--- config.mk ---
export PLATFORM = sky130hd
export DESIGN_NAME = csv_record_field_splitter_flat
export DESIGN_NICKNAME = d
export VERILOG_FILES = /design/src/design/csvfs_pkg.sv /design/src/design/csvfs_ifs.sv /design/src/design/csv_record_field_splitter.sv /design/src/design/csvfs_front.sv /design/src/design/csvfs_queue.sv /design/src/design/csvfs_back.sv /design/src/flat_wrapper.sv
export SDC_FILE = /design/constraint.sdc
export NUM_CORES = 1
export LEC_CHECK = 0
export ABC_AREA = 1
export BUFFER_PORTS_ARGS = -buffer_cell sky130_fd_sc_hd__buf_4
export CAP_MARGIN = 20
export CORE_AREA = 3 3 108 110
export CTS_BUF_LIST = sky130_fd_sc_hd__clkbuf_4
export DETAILED_ROUTE_END_ITERATION = 8
export DIE_AREA = 0 0 111 113
export PLACE_DENSITY_LB_ADDON = 0.3
export SYNTH_ARGS = -nofsm -noshare
export SYNTH_HDL_FRONTEND = slang
export SYNTH_HIERARCHICAL = 1
export SYNTH_SLANG_ARGS = --single-unit
--- constraint.sdc ---
create_clock -name clk -period 3.4 [get_ports clk]
set_input_delay 0.68 -clock clk [delete_from_list [all_inputs] [get_ports clk]]
set_output_delay 0.68 -clock clk [all_outputs]
set_load 0.01 [all_outputs]
--- src/design/csvfs_pkg.sv ---
// Package for the CSV record and field splitter.
// Character codes and the queue entry and status types; no dependencies.
package csvfs_pkg;

  localparam logic [7:0] CH_QUOTE     = 8'h22;
  localparam logic [7:0] CH_LF        = 8'h0A;
  localparam logic [7:0] CH_CR        = 8'h0D;
  localparam logic [7:0] CH_BACKSLASH = 8'h5C;
  localparam logic [7:0] DELIM_RESET  = 8'h2C;

  // One classified input byte: a first result and an optional closing field.
  typedef struct packed {
    logic [7:0] res_byte;
    logic       byte_valid;
    logic       field_end;
    logic       record_end;
    logic       has_close;
  } csvfs_entry_t;

  typedef struct packed {
    logic full;
    logic empty;
  } csvfs_q_stat_t;

endpackage

--- src/design/csvfs_ifs.sv ---
// Valid/ready stream interfaces for the splitter's byte input and result output.
// Depends on nothing.
interface csvfs_in_if;
  logic       valid;
  logic       ready;
  logic [7:0] data_byte;
  logic       last_byte;

  modport source (output valid, data_byte, last_byte, input ready);
  modport sink   (input valid, data_byte, last_byte, output ready);
endinterface

interface csvfs_out_if;
  logic       valid;
  logic       ready;
  logic [7:0] out_byte;
  logic       byte_valid;
  logic       field_end;
  logic       record_end;
  logic       last;

  modport source (output valid, out_byte, byte_valid, field_end, record_end, last,
                  input ready);
  modport sink   (input valid, out_byte, byte_valid, field_end, record_end, last,
                  output ready);
endinterface

--- src/design/csv_record_field_splitter.sv ---
// CSV record and field splitter, top level.
// Depends on csvfs_pkg, csvfs_ifs, csvfs_front, csvfs_queue and csvfs_back.
//
// Usage:
//   in_s  : one CSV byte per request (data_byte, last_byte), valid/ready.
//   out_m : results (out_byte, byte_valid, field_end, record_end, last).
//   cfg_we/cfg_wdata : writes the delimiter byte (reset: comma); write only
//   while the block is idle.
// Each byte gives zero, one or two results; last marks the final one.
// Throughput: one byte per cycle while bytes give at most one result and the
// receiver takes every result; a byte with two results holds the output
// register for both, and the QUEUE_DEPTH-entry queue absorbs the difference.
// With the queue empty, an accepted byte reaches its first result through a
// queue write, then an output register load.
// Reset: rst_n low clears quoting state, the queue and the output register
// and sets the delimiter to comma.
// Receiver stall: the output register holds; bytes are still taken until
// the queue fills, then in_s.ready drops.
module csv_record_field_splitter #(
  parameter int QUEUE_DEPTH = 4
) (
  input  logic        clk,
  input  logic        rst_n,
  csvfs_in_if.sink    in_s,
  csvfs_out_if.source out_m,
  input  logic        cfg_we,
  input  logic [7:0]  cfg_wdata
);
  import csvfs_pkg::*;

  logic          push;
  logic          pop;
  csvfs_entry_t  push_entry;
  csvfs_entry_t  head;
  csvfs_q_stat_t q_stat;

  csvfs_front u_front (
    .clk        (clk),
    .rst_n      (rst_n),
    .in_s       (in_s),
    .cfg_we     (cfg_we),
    .cfg_wdata  (cfg_wdata),
    .q_stat     (q_stat),
    .push       (push),
    .push_entry (push_entry)
  );

  csvfs_queue #(
    .DEPTH (QUEUE_DEPTH)
  ) u_queue (
    .clk        (clk),
    .rst_n      (rst_n),
    .push       (push),
    .push_entry (push_entry),
    .pop        (pop),
    .head       (head),
    .q_stat     (q_stat)
  );

  csvfs_back u_back (
    .clk    (clk),
    .rst_n  (rst_n),
    .head   (head),
    .q_stat (q_stat),
    .pop    (pop),
    .out_m  (out_m)
  );

`ifndef SYNTHESIS
  a_no_push_full: assert property (@(posedge clk) disable iff (!rst_n)
    !(push && q_stat.full))
    else $error("queue written while full");

  a_no_pop_empty: assert property (@(posedge clk) disable iff (!rst_n)
    !(pop && q_stat.empty))
    else $error("queue read while empty");

  a_rend_needs_fend: assert property (@(posedge clk) disable iff (!rst_n)
    out_m.valid && out_m.record_end |-> out_m.field_end && !out_m.byte_valid)
    else $error("record end without field end");

  a_close_follows: assert property (@(posedge clk) disable iff (!rst_n)
    out_m.valid && out_m.ready && !out_m.last |=>
      out_m.valid && out_m.field_end && out_m.record_end && out_m.last)
    else $error("second result of a byte missing");
`endif

endmodule

--- src/design/csvfs_front.sv ---
// Front end: accepts bytes, tracks quoting and record state, classifies results.
// Depends on csvfs_pkg and csvfs_in_if.
module csvfs_front (
  input  logic                   clk,
  input  logic                   rst_n,
  csvfs_in_if.sink               in_s,
  input  logic                   cfg_we,
  input  logic [7:0]             cfg_wdata,
  input  csvfs_pkg::csvfs_q_stat_t q_stat,
  output logic                   push,
  output csvfs_pkg::csvfs_entry_t push_entry
);
  import csvfs_pkg::*;

  logic [7:0] delim_r;
  logic field_quoted_r, field_quoted_nxt;
  logic quote_pending_r, quote_pending_nxt;
  logic quote_parity_r, quote_parity_nxt;
  logic after_bs_r, after_bs_nxt;
  logic record_open_r, record_open_nxt;

  logic       accept;
  logic       r0_valid, r0_bv, r0_fe, r0_re;
  logic [7:0] r0_byte;
  logic       close_extra;

  assign in_s.ready = !q_stat.full;
  assign accept     = in_s.valid && in_s.ready;

  always_comb begin
    logic [7:0] b;
    logic       taken;
    logic       is_nl;
    b                 = in_s.data_byte;
    is_nl             = (b == CH_LF) || (b == CH_CR);
    taken             = 1'b0;
    field_quoted_nxt  = field_quoted_r;
    quote_pending_nxt = quote_pending_r;
    record_open_nxt   = record_open_r;
    after_bs_nxt      = (b == CH_BACKSLASH);
    quote_parity_nxt  = quote_parity_r ^ ((b == CH_QUOTE) && !after_bs_r);
    r0_valid          = 1'b0;
    r0_byte           = 8'd0;
    r0_bv             = 1'b0;
    r0_fe             = 1'b0;
    r0_re             = 1'b0;
    close_extra       = 1'b0;

    if (is_nl && !quote_parity_nxt) begin
      if (record_open_r) begin
        r0_valid = 1'b1;
        r0_fe    = 1'b1;
        r0_re    = 1'b1;
      end
      field_quoted_nxt  = 1'b0;
      quote_pending_nxt = 1'b0;
      record_open_nxt   = 1'b0;
    end else begin
      record_open_nxt = 1'b1;
      if (quote_pending_r) begin
        quote_pending_nxt = 1'b0;
        if (b == CH_QUOTE) begin
          r0_valid = 1'b1;
          r0_byte  = b;
          r0_bv    = 1'b1;
          taken    = 1'b1;
        end else begin
          field_quoted_nxt = 1'b0;
        end
      end
      if (!taken) begin
        if (!field_quoted_nxt && (b == delim_r)) begin
          r0_valid = 1'b1;
          r0_fe    = 1'b1;
        end else if (b == CH_QUOTE) begin
          if (field_quoted_nxt) begin
            quote_pending_nxt = 1'b1;
          end else begin
            field_quoted_nxt = 1'b1;
          end
        end else begin
          r0_valid = 1'b1;
          r0_byte  = b;
          r0_bv    = 1'b1;
        end
      end
    end

    if (in_s.last_byte) begin
      close_extra       = record_open_nxt;
      field_quoted_nxt  = 1'b0;
      quote_pending_nxt = 1'b0;
      quote_parity_nxt  = 1'b0;
      after_bs_nxt      = 1'b0;
      record_open_nxt   = 1'b0;
    end
  end

  // A lone closing field travels as the first result.
  always_comb begin
    push = accept && (r0_valid || close_extra);
    if (r0_valid) begin
      push_entry.res_byte   = r0_byte;
      push_entry.byte_valid = r0_bv;
      push_entry.field_end  = r0_fe;
      push_entry.record_end = r0_re;
      push_entry.has_close  = close_extra;
    end else begin
      push_entry.res_byte   = 8'd0;
      push_entry.byte_valid = 1'b0;
      push_entry.field_end  = 1'b1;
      push_entry.record_end = 1'b1;
      push_entry.has_close  = 1'b0;
    end
  end

  always_ff @(posedge clk) begin
    if (!rst_n) begin
      delim_r         <= DELIM_RESET;
      field_quoted_r  <= 1'b0;
      quote_pending_r <= 1'b0;
      quote_parity_r  <= 1'b0;
      after_bs_r      <= 1'b0;
      record_open_r   <= 1'b0;
    end else begin
      if (cfg_we) begin
        delim_r <= cfg_wdata;
      end
      if (accept) begin
        field_quoted_r  <= field_quoted_nxt;
        quote_pending_r <= quote_pending_nxt;
        quote_parity_r  <= quote_parity_nxt;
        after_bs_r      <= after_bs_nxt;
        record_open_r   <= record_open_nxt;
      end
    end
  end

endmodule

--- src/design/csvfs_queue.sv ---
// Short FIFO of classified entries between front and back ends.
// Depends on csvfs_pkg.
module csvfs_queue #(
  parameter int DEPTH = 4
) (
  input  logic                     clk,
  input  logic                     rst_n,
  input  logic                     push,
  input  csvfs_pkg::csvfs_entry_t  push_entry,
  input  logic                     pop,
  output csvfs_pkg::csvfs_entry_t  head,
  output csvfs_pkg::csvfs_q_stat_t q_stat
);
  import csvfs_pkg::*;

  localparam int PW = (DEPTH > 1) ? $clog2(DEPTH) : 1;
  localparam int CW = $clog2(DEPTH + 1);
  localparam logic [PW-1:0] LAST_IDX = PW'(DEPTH - 1);
  localparam logic [CW-1:0] FULL_CNT = CW'(DEPTH);

  csvfs_entry_t  mem_r [DEPTH];
  logic [PW-1:0] wr_ptr_r, wr_ptr_nxt;
  logic [PW-1:0] rd_ptr_r, rd_ptr_nxt;
  logic [CW-1:0] count_r, count_nxt;

  assign head         = mem_r[rd_ptr_r];
  assign q_stat.full  = (count_r == FULL_CNT);
  assign q_stat.empty = (count_r == '0);

  always_comb begin
    wr_ptr_nxt = wr_ptr_r;
    rd_ptr_nxt = rd_ptr_r;
    count_nxt  = count_r;
    if (push) begin
      wr_ptr_nxt = (wr_ptr_r == LAST_IDX) ? '0 : wr_ptr_r + 1'b1;
    end
    if (pop) begin
      rd_ptr_nxt = (rd_ptr_r == LAST_IDX) ? '0 : rd_ptr_r + 1'b1;
    end
    if (push && !pop) begin
      count_nxt = count_r + 1'b1;
    end else if (pop && !push) begin
      count_nxt = count_r - 1'b1;
    end
  end

  always_ff @(posedge clk) begin
    if (push) begin
      mem_r[wr_ptr_r] <= push_entry;
    end
  end

  always_ff @(posedge clk) begin
    if (!rst_n) begin
      wr_ptr_r <= '0;
      rd_ptr_r <= '0;
      count_r  <= '0;
    end else begin
      wr_ptr_r <= wr_ptr_nxt;
      rd_ptr_r <= rd_ptr_nxt;
      count_r  <= count_nxt;
    end
  end

endmodule

--- src/design/csvfs_back.sv ---
// Back end: expands queue entries into one or two results into an output register.
// Depends on csvfs_pkg and csvfs_out_if.
module csvfs_back (
  input  logic                     clk,
  input  logic                     rst_n,
  input  csvfs_pkg::csvfs_entry_t  head,
  input  csvfs_pkg::csvfs_q_stat_t q_stat,
  output logic                     pop,
  csvfs_out_if.source              out_m
);
  import csvfs_pkg::*;

  logic       valid_r, valid_nxt;
  logic       close_r, close_nxt;
  logic [7:0] byte_r, byte_nxt;
  logic       bv_r, bv_nxt;
  logic       fe_r, fe_nxt;
  logic       re_r, re_nxt;
  logic       last_r, last_nxt;
  logic       load;

  assign load = !valid_r || out_m.ready;

  always_comb begin
    pop       = 1'b0;
    valid_nxt = valid_r;
    close_nxt = close_r;
    byte_nxt  = byte_r;
    bv_nxt    = bv_r;
    fe_nxt    = fe_r;
    re_nxt    = re_r;
    last_nxt  = last_r;
    if (load) begin
      if (close_r) begin
        valid_nxt = 1'b1;
        close_nxt = 1'b0;
        byte_nxt  = 8'd0;
        bv_nxt    = 1'b0;
        fe_nxt    = 1'b1;
        re_nxt    = 1'b1;
        last_nxt  = 1'b1;
      end else if (!q_stat.empty) begin
        pop       = 1'b1;
        valid_nxt = 1'b1;
        close_nxt = head.has_close;
        byte_nxt  = head.res_byte;
        bv_nxt    = head.byte_valid;
        fe_nxt    = head.field_end;
        re_nxt    = head.record_end;
        last_nxt  = !head.has_close;
      end else begin
        valid_nxt = 1'b0;
      end
    end
  end

  always_ff @(posedge clk) begin
    if (!rst_n) begin
      valid_r <= 1'b0;
      close_r <= 1'b0;
    end else begin
      valid_r <= valid_nxt;
      close_r <= close_nxt;
    end
  end

  always_ff @(posedge clk) begin
    byte_r <= byte_nxt;
    bv_r   <= bv_nxt;
    fe_r   <= fe_nxt;
    re_r   <= re_nxt;
    last_r <= last_nxt;
  end

  assign out_m.valid      = valid_r;
  assign out_m.out_byte   = byte_r;
  assign out_m.byte_valid = bv_r;
  assign out_m.field_end  = fe_r;
  assign out_m.record_end = re_r;
  assign out_m.last       = last_r;

endmodule

--- src/flat_wrapper.sv ---
// flat-port wrapper written by rule: the top's interface ports become plain ports
module csv_record_field_splitter_flat import csvfs_pkg::*;
#(
  parameter int QUEUE_DEPTH = 4
)
  (clk, rst_n, cfg_we, cfg_wdata, in_s_valid, in_s_data_byte, in_s_last_byte, in_s_ready, out_m_valid, out_m_out_byte, out_m_byte_valid, out_m_field_end, out_m_record_end, out_m_last, out_m_ready);
  csvfs_in_if in_s_i ();
  csvfs_out_if out_m_i ();
  input  logic clk;
  input  logic rst_n;
  input  logic cfg_we;
  input  logic [7:0] cfg_wdata;
  input wire logic [$bits(in_s_i.valid)-1:0] in_s_valid;
  input wire logic [$bits(in_s_i.data_byte)-1:0] in_s_data_byte;
  input wire logic [$bits(in_s_i.last_byte)-1:0] in_s_last_byte;
  output wire logic [$bits(in_s_i.ready)-1:0] in_s_ready;
  output wire logic [$bits(out_m_i.valid)-1:0] out_m_valid;
  output wire logic [$bits(out_m_i.out_byte)-1:0] out_m_out_byte;
  output wire logic [$bits(out_m_i.byte_valid)-1:0] out_m_byte_valid;
  output wire logic [$bits(out_m_i.field_end)-1:0] out_m_field_end;
  output wire logic [$bits(out_m_i.record_end)-1:0] out_m_record_end;
  output wire logic [$bits(out_m_i.last)-1:0] out_m_last;
  input wire logic [$bits(out_m_i.ready)-1:0] out_m_ready;
  assign in_s_i.valid = in_s_valid;
  assign in_s_i.data_byte = in_s_data_byte;
  assign in_s_i.last_byte = in_s_last_byte;
  assign in_s_ready = in_s_i.ready;
  assign out_m_valid = out_m_i.valid;
  assign out_m_out_byte = out_m_i.out_byte;
  assign out_m_byte_valid = out_m_i.byte_valid;
  assign out_m_field_end = out_m_i.field_end;
  assign out_m_record_end = out_m_i.record_end;
  assign out_m_last = out_m_i.last;
  assign out_m_i.ready = out_m_ready;
  csv_record_field_splitter #(.QUEUE_DEPTH(QUEUE_DEPTH)) u_core (.clk(clk), .rst_n(rst_n), .in_s(in_s_i), .out_m(out_m_i), .cfg_we(cfg_we), .cfg_wdata(cfg_wdata));
endmodule
==> results_tabular.tex, run 1 <==
\begin{tabular}{lr}
\hline
Metric & Value \\
\hline
\multicolumn{2}{l}{\textbf{Status}} \\
\quad Result of the run & complete, no violations \\
\multicolumn{2}{l}{\textbf{Critical path}} \\
\quad Worst reg2reg path startpoint & u\_core/u\_front/delim\_r[4] \\
\quad Category of cells accounting for the largest share of critical-path delay & simple AND/OR/NAND/NOR gates \\
\quad Reg2reg setup slack & $\sim$850 ps \\
\quad Critical Path, Cell by Cell & buf\_4 > inv\_1 > nand2\_2 > nor2\_4 > nand4\_1 > nand2\_1 > inv\_1 > nand3b\_1 > nand2\_1 > a21oi\_1 > ha\_1 > inv\_1 > fa\_1 > inv\_1 > nand2\_1 > nand3\_1 > nand2\_1 > inv\_1 > nor2\_1 \\
\quad Number of cells on the worst reg-to-reg path & 19 \\
\quad Data required time of the worst path & around 3700 ps \\
\quad Type of the setup path with the least slack & in -> reg \\
\quad Crit path capture type & register \\
\quad Maximum fanout count along the critical path & 6 \\
\quad Worst path max stage delay & 380 ps \\
\quad Worst reg2reg path endpoint & u\_core/u\_queue/count\_r[2] \\
\quad Logic depth of the worst setup path including buffers & 19 \\
\quad Worst endpoint data arrival time & approximately 3000 ps \\
\quad Slowest cell on the critical path & fa\_1 \\
\quad CP Buf/Inv Count & 6 \\
\quad Kind of launch point of the worst setup path & input port \\
\quad Cell occurring most often along the worst timing path & inv\_1 \\
\multicolumn{2}{l}{\textbf{CTS}} \\
\quad Postcts setup bufs & 0 \\
\quad Maximum root-to-sink buffer count & 2 \\
\quad Maximum level of the CTS H-tree & 3 \\
\quad PostCTS Resize Cnt & 0 \\
\quad Clock transition time at the flip-flop clock pins of the worst setup and hold paths & roughly 120 ps \\
\quad Clock latency on the worst-skew pair & about 410 ps \\
\quad Post-cts hold buffer count & 0 \\
\quad Clock sinks & between 80 and 90 \\
\quad TritonCTS Buffers & 9 \\
\quad TritonCTS clock tree & yes \\
\quad Clock Tree Root & clkbuf\_4 \\
\multicolumn{2}{l}{\textbf{STA}} \\
\quad Final hold viol count & 0 \\
\quad Period utilisation layout & 77.0\% \\
\quad Transition time at the pin with the least slew margin & $\sim$600 ps \\
\quad Highest clock frequency the design can meet & between 300 and 400 MHz \\
\quad Final number of max-transition violations & 0 \\
\quad Final setup violation count & 0 \\
\quad Total Negative Setup Slacks & 0 ps \\
\quad Worst rel slew slack & 59.8\% \\
\quad Clock period minus worst slack & approximately 2600 ps \\
\quad Worst Clk Skew & 17.1 ps \\
\quad Unrepaired setup endpoints after global routing & false \\
\multicolumn{2}{l}{\textbf{Global routing}} \\
\quad First-pass GRT wire length & 12300 µm \\
\quad Initial antenna violation count & 0 \\
\quad GRT Total Usage & roughly an eighth \\
\quad Vias in the first global route & around 2.6k \\
\quad Maximum number of pins on one net before global-route repair & 26 \\
\quad Total gr overflow & 0 \\
\multicolumn{2}{l}{\textbf{Yosys}} \\
\quad Leading register cell type out of synthesis & edfxtp\_1 \\
\quad Average instance area after synthesis & 9.89 µm² \\
\quad Number of enable-type register cells in the synthesized netlist & 60 \\
\quad Synth Warn \# & 6 \\
\quad Part of the Yosys area used for sequential elements & 61.4\% \\
\quad Post-synth cell types & 29 \\
\quad Combined area of all synthesized cells & roughly 3700 µm² \\
\quad Cell type with the largest total area after synthesis & edfxtp\_1 \\
\quad Yosys top cell area share & between 40\% and 50\% \\
\quad Largest cells by area after synthesis & edfxtp\_1 (48\%), dfxtp\_1 (13\%), nor2\_1 (5.7\%) \\
\quad Most common cell in the netlist & edfxtp\_1 \\
\quad Net count after synthesis & about 410 \\
\quad Commonest cells in the synthesized netlist & edfxtp\_1 (60), nor2\_1 (56), nand2\_1 (55) \\
\quad \#FFs+latches synth & 84 \\
\quad Syn Inst Count & around 380 \\
\quad FFs w/ async S/R, synth & 0\% \\
\multicolumn{2}{l}{\textbf{Power}} \\
\quad Sw Ratio & approximately a third \\
\quad Register share of total power & 49.3\% \\
\quad Static Leak & 1.73 nW \\
\quad Overall Power & $\sim$2.9 mW \\
\quad Power per Cell Area & just under 700 nW/µm² \\
\quad Switching pwr & just under 1 mW \\
\quad Combinational fraction of design power & between 30\% and 40\% \\
\quad Clock network fraction of design power & around 19\% \\
\quad Largest vdd supply drop & around 0.24 mV \\
\quad Internal & between 1.5 and 2 mW \\
\multicolumn{2}{l}{\textbf{Worst hold path}} \\
\quad Number of instances on the worst hold path & 2 \\
\quad Classification of the worst-slack hold path & reg -> reg \\
\quad Worst min-delay path startpoint & u\_core/u\_front/record\_open\_r \\
\quad Min-Delay Endpoint & u\_core/u\_front/record\_open\_r \\
\multicolumn{2}{l}{\textbf{Routing}} \\
\quad Total number of vias & 2621 \\
\quad Remaining design rule violation count & 0 \\
\quad Violation count after the first detailed-route iteration & 87 \\
\quad Routed len/inst & $\sim$13 µm \\
\quad Drt via density & around 4.7 \\
\quad Remaining number of nets flagged by the antenna check after routing & 0 \\
\quad Number of search-and-repair iterations in the first detailed-routing pass & 4 \\
\quad Post-Route WL & roughly 7400 µm \\
\multicolumn{2}{l}{\textbf{Floorplan}} \\
\quad Die Height & around 110 µm \\
\quad Initial Utilization & 34.5\% \\
\quad Floorplan die width & 111 µm \\
\quad Number of placement rows & 38 \\
\quad Core outline area & 10800 µm² \\
\quad Top Ports & 36 \\
\quad DIE AREA & 12500 µm² \\
\multicolumn{2}{l}{\textbf{Flow run}} \\
\quad Max\_cap viols & 0 \\
\multicolumn{2}{l}{\textbf{Place}} \\
\quad Total cell area at the placement stage & about 4000 µm² \\
\quad Half-perimeter wire length of the detailed placement result & between 5000 and 6000 µm \\
\quad Last weighted congestion value of the routability-driven placer & roughly 0.86 \\
\quad Input/output buffers & 35 \\
\quad Number of placed cells counting well taps & about 550 \\
\multicolumn{2}{l}{\textbf{Layout}} \\
\quad Final layout net count & roughly 450 \\
\quad P\&R area growth vs syn & 14.3\% \\
\quad Fraction of layout instances using a drive strength above 1 & between 10\% and 20\% \\
\quad Number of antenna repair diodes & 0 \\
\quad Final std cells w/o fill & about 560 \\
\quad Final Cell Area & roughly 4300 µm² \\
\hline
\end{tabular}
==> cells by family after synthesis <==
| family | synth area share, % |
|---|---|
| and+or+nand+nor | 19.0 |
| DFF | 61.4 |
| AOI/OAI and AO/OA | 9.42 |
| buffers and inverters | 7.37 |
| adders and majority gates | 2.56 |
| xor gates and xnor gates | 0.236 |
==> cell usage in the layout, fill, tap and decap left out, types with 4 or more instances in the layout <==
| cell | count |
|---|---|
| o22ai_1 | 12 |
| nand3_1 | 5 |
| edfxtp_1 | 60 |
| clkbuf_4 | 12 |
| o21ai_0 | 19 |
| nand2_2 | 7 |
| nor2_4 | 4 |
| dfxtp_1 | 24 |
| nor3_2 | 4 |
| inv_1 | 49 |
| nor3_1 | 4 |
| a21oi_1 | 20 |
| inv_2 | 9 |
| nor2_1 | 56 |
| nand2_1 | 55 |
| o21ai_1 | 16 |
| ha_1 | 6 |
| nand4_1 | 6 |
| buf_4 | 36 |
==> per-stage QoR <==
stage                     utilization [%]  setup WS, ps  hold slack [ps]
after CTS                            39.4           817              454
after detailed placement             38.1           362              454
after global routing                 39.4           496              457
after global placement               38.1           441              459
after floorplan                         -           742              440
final                                39.4           783              474
==> final cells by class <==
class	count	area (µm²)
multi-input combinational	226	1160
fill	1079	6540
clock buffer	12	90.1
inverter	59	221
sequential	84	2280
timing repair buffer	36	270
tap	140	175
clock inverter	4	50.0
==> routing by layer <==
| metal | track usage, % | wire [µm] |
|---|---|---|
| met1 | 15.4 | 3370 |
| met2 | 21.0 | 3730 |
| met3 | 2.83 | 242 |
| met4 | 4.27 | 101 |
| met5 | 0 | 0 |
==> worst max path at each step <==
stage                                    from                        end  slack [ps]
floorplan                   in_s_data_byte[6]  u_core/u_queue/count_r[2]         740
global placement            in_s_data_byte[5]  u_core/u_queue/count_r[2]         440
detailed placement          in_s_data_byte[6]  u_core/u_queue/count_r[1]         360
CTS                         in_s_data_byte[6]  u_core/u_queue/count_r[2]         820
global route        u_core/u_front/delim_r[7]  u_core/u_queue/count_r[2]         500
finish                      in_s_data_byte[6]  u_core/u_queue/count_r[2]         780
==> tightest hold or removal path, stage by stage, from the launching register on <==
cell	delay, ps
dfxtp_1	330
nand2_1	60
a21oi_1	60
==> registers in the layout (all words and copies together), names as in the netlist, 2 cells and up, named ones only <==
register and flops:
u_core/u_back/out_m.out_byte 8, u_core/u_front/delim_r 8, u_core/u_queue/count_r 3, u_core/u_queue/mem_r 48, u_core/u_queue/rd_ptr_r 2, u_core/u_queue/wr_ptr_r 2
==> power by group through the flow <==
stage          combinational [mW]  clock (mW)  sequential [mW]
3_3_place_gp                0.912           0             1.47
6_report                    0.918       0.569             1.45
3_5_place_dp                0.934           0             1.48
5_1_grt                      1.06       0.637             1.47
2_1_floorplan               0.614           0             1.48
4_1_cts                     0.936       0.595             1.45
(Power assumes the default switching activity.)
==> run 2, diff against run 1 <==
- ABC_AREA: 1 -> 0
- CORE_AREA: 3 3 108 110 -> 3 3 106 108
- DIE_AREA: 0 0 111 113 -> 0 0 109 111
- clock period: 3.4 -> 2.7 ns (I/O delays scaled with it)
==> results_tabular.tex, run 2 <==
\begin{tabular}{lr}
\hline
Metric & Value \\
\hline
\multicolumn{2}{l}{\textbf{Floorplan}} \\
\quad Floorplan die width & 109 µm \\
\quad Initial Utilization & 35.2\% \\
\quad Top Ports & 36 \\
\quad DIE AREA & 12100 µm² \\
\quad Core outline area & $\sim$10000 µm² \\
\quad Number of placement rows & 37 \\
\quad Die Height & about 110 µm \\
\multicolumn{2}{l}{\textbf{Yosys}} \\
\quad Combined area of all synthesized cells & between 3000 and 4000 µm² \\
\quad Share of the synthesized area in compound gates (AO/OA/AOI/OAI) & about 4.5\% \\
\quad Number of enable-type register cells in the synthesized netlist & 60 \\
\quad FFs w/ async S/R, synth & 0\% \\
\quad Most common cell in the netlist & edfxtp\_1 \\
\quad Largest cells by area after synthesis & edfxtp\_1 (50\%), dfxtp\_1 (13\%), mux4\_2 (6.2\%) \\
\quad Yosys top cell area share & 49.6\% \\
\quad Syn Inst Count & $\sim$250 \\
\quad \#FFs+latches synth & 84 \\
\quad Combinational family with the most area after synthesis & simple AND/OR/NAND/NOR gates \\
\quad Net count after synthesis & 280 \\
\quad Commonest cells in the synthesized netlist & edfxtp\_1 (60), dfxtp\_1 (24), nor2b\_1 (22) \\
\quad Synth Area in XOR/XNOR & about 2.6\% \\
\quad Synth Warn \# & 6 \\
\quad Post-synth cell types & 47 \\
\quad Average instance area after synthesis & around 14 µm² \\
\quad Simple logic cell fraction of the synthesized area & 13.7\% \\
\quad Fraction of synthesized area in multiplexers & about 11\% \\
\quad Cell type with the largest total area after synthesis & edfxtp\_1 \\
\quad Fraction of the mapped netlist area in adder cells & roughly 2.6\% \\
\quad Part of the Yosys area used for sequential elements & a little over three fifths \\
\quad Leading register cell type out of synthesis & edfxtp\_1 \\
\multicolumn{2}{l}{\textbf{Routing}} \\
\quad Remaining number of nets flagged by the antenna check after routing & 0 \\
\quad Number of search-and-repair iterations in the first detailed-routing pass & 4 \\
\quad Post-Route WL & 6470 µm \\
\quad Violation count after the first detailed-route iteration & a little over 90 \\
\quad Drt via density & about 4.7 \\
\quad Routed len/inst & about 14 µm \\
\quad Remaining design rule violation count & 0 \\
\quad Total number of vias & 2135 \\
\multicolumn{2}{l}{\textbf{Place}} \\
\quad Setup slack after placement & -436 ps \\
\quad Last weighted congestion value of the routability-driven placer & roughly 0.77 \\
\quad Input/output buffers & 35 \\
\quad Half-perimeter wire length of the detailed placement result & 4810 µm \\
\multicolumn{2}{l}{\textbf{Critical path}} \\
\quad Worst setup path startpoint & in\_s\_data\_byte[6] \\
\quad Type of the setup path with the least slack & in -> reg \\
\quad Kind of launch point of the worst setup path & input port \\
\quad Data required time of the worst path & between 3000 and 4000 ps \\
\quad Maximum fanout count along the critical path & 3 \\
\quad Worst endpoint data arrival time & 3040 ps \\
\quad Worst reg2reg path startpoint & u\_core/u\_front/delim\_r[5] \\
\quad Crit path capture type & register \\
\multicolumn{2}{l}{\textbf{CTS}} \\
\quad Clock latency on the worst-skew pair & 410 ps \\
\quad Maximum root-to-sink buffer count & 2 \\
\quad Clock transition time at the flip-flop clock pins of the worst setup and hold paths & 140 ps \\
\quad Clock sinks & 84 \\
\quad TritonCTS Buffers & 9 \\
\quad Post-cts hold buffer count & 0 \\
\quad TritonCTS clock tree & yes \\
\quad Maximum level of the CTS H-tree & 3 \\
\quad Clock Tree Root & clkbuf\_4 \\
\multicolumn{2}{l}{\textbf{STA}} \\
\quad Period utilisation layout & 99.7\% \\
\quad Final setup slack of the worst path & 9.43 ps \\
\quad Worst rel slew slack & 61.1\% \\
\quad Clock period minus worst slack & between 2000 and 3000 ps \\
\quad Worst Clk Skew & 15.8 ps \\
\quad Final setup violation count & 0 \\
\quad Total Negative Setup Slacks & 0 ps \\
\quad Transition time at the pin with the least slew margin & roughly 580 ps \\
\quad Highest clock frequency the design can meet & 372 MHz \\
\quad Unrepaired setup endpoints after global routing & false \\
\quad Worst-case hold slack & roughly 340 ps \\
\quad Final hold viol count & 0 \\
\quad Final number of max-transition violations & 0 \\
\multicolumn{2}{l}{\textbf{Power}} \\
\quad Power per Cell Area & between 700 and 800 nW/µm² \\
\quad Static Leak & 1.57 nW \\
\quad Largest vdd supply drop & 0.338 mV \\
\multicolumn{2}{l}{\textbf{Global routing}} \\
\quad Initial antenna violation count & 0 \\
\quad First-pass GRT wire length & about 11000 µm \\
\quad Maximum number of pins on one net before global-route repair & 25 \\
\quad GRT Total Usage & approximately 11\% \\
\quad Vias in the first global route & approximately 2.2k \\
\quad Total gr overflow & 0 \\
\multicolumn{2}{l}{\textbf{Layout}} \\
\quad Final layout net count & around 340 \\
\quad FILL cells & just under 1k \\
\quad Highest-count cells in the layout ignoring fill and taps & buf\_4 (60), edfxtp\_1 (60), dfxtp\_1 (24), nor2b\_1 (22), mux2i\_1 (13) \\
\quad P\&R area growth vs syn & 19.8\% \\
\quad Number of antenna repair diodes & 0 \\
\quad Fraction of layout instances using a drive strength above 1 & 30.4\% \\
\quad Register with the highest flop count & u\_core/u\_queue/mem\_r \\
\quad Number of flip-flops under the largest register name & 48 \\
\multicolumn{2}{l}{\textbf{Status}} \\
\quad Result of the run & complete, no violations \\
\multicolumn{2}{l}{\textbf{Worst hold path}} \\
\quad Classification of the worst-slack hold path & in -> reg \\
\quad Worst min-delay path startpoint & cfg\_wdata[3] \\
\multicolumn{2}{l}{\textbf{Flow run}} \\
\quad Max\_cap viols & 0 \\
\hline
\end{tabular}
run 2: cell types whose count changed after synthesis, sizes merged, moves of 12 or more:
cell / before / now
nor2: 61 / 8
mux2i: 0 / 13
o22ai: 12 / 0
mux4: 0 / 12
nand2: 63 / 9
inv: 58 / 11
o21ai: 35 / 6
a21oi: 20 / 1
nor2b: 0 / 22
run 2: what timing repair did:
action | CTS | global route
endpoints found under the setup margin | 0 | 1
buffers inserted | 0 | 0
gates resized for setup | 0 | 2
run 2: path summary, 6_finish.rpt:
check | end | cells after the start | slack, ps
worst max-delay path | u_core/u_queue/count_r[2] | 11 | 9
worst min-delay path | u_core/u_front/delim_r[3] | 3 | 340
worst max register to register | u_core/u_queue/count_r[2] | 11 | 150
worst min register to register | u_core/u_front/delim_r[3] | 2 | 510
run 2: report_power, final:
group | internal [mW] | switching (mW)
registers | 1.67 | 0.125
clock network | 0.192 | 0.423
logic | 0.595 | 0.475
run 2: cell type report:
cell class              count  area, µm²  area share, %
flip-flops and latches     84       2280           52.4
multi-input cells         148       1290           29.7
repair buffers             60        450           10.3
well taps                 136        170           3.91
clock buffers               9       67.6           1.55
clock inverters             7       50.0           1.15
inverters                  11       41.3          0.948
run 2: critical path, stage by stage:
cell and delay (ps):
buf_4 110, or4_4 530, or2_1 240, or4_1 400
a32o_2 310, ha_4 160, inv_2 50, fa_2 190
xor2_1 70, or3_1 310, a21boi_1 120
run 2: stage by stage:
stage	instance area, µm²	cells	util [%]	power, mW
2_1_floorplan	3660	251	-	2.50
3_3_place_gp	4230	439	40.9	2.90
3_5_place_dp	4230	439	40.9	2.93
4_1_cts	4340	455	42.1	3.54
5_1_grt	4360	455	42.2	3.72
6_report	4360	455	42.2	3.48
run 2: routing by layer:
layer  vias to the layer above  part of all wire (%)  track usage, %
met5                         -                     0               0
met1                      1023                    46            14.8
li1                       1059                     -               -
met2                        51                    49            18.7
met4                         0                  0.37            2.53
met3                         2                   4.7            3.38
run 2: kinds of logic (layout without fill, tap and decap cells):
logic type               Yosys count  in the layout
flip-flops                        84             84
multiplexers                      25             25
AO/OA/AOI/OAI                     21             21
buffers and inverters             19             87
AND/OR/NAND/NOR                   84             84
XOR/XNOR                          11             11
adder cells (fa/ha/maj)            7              7
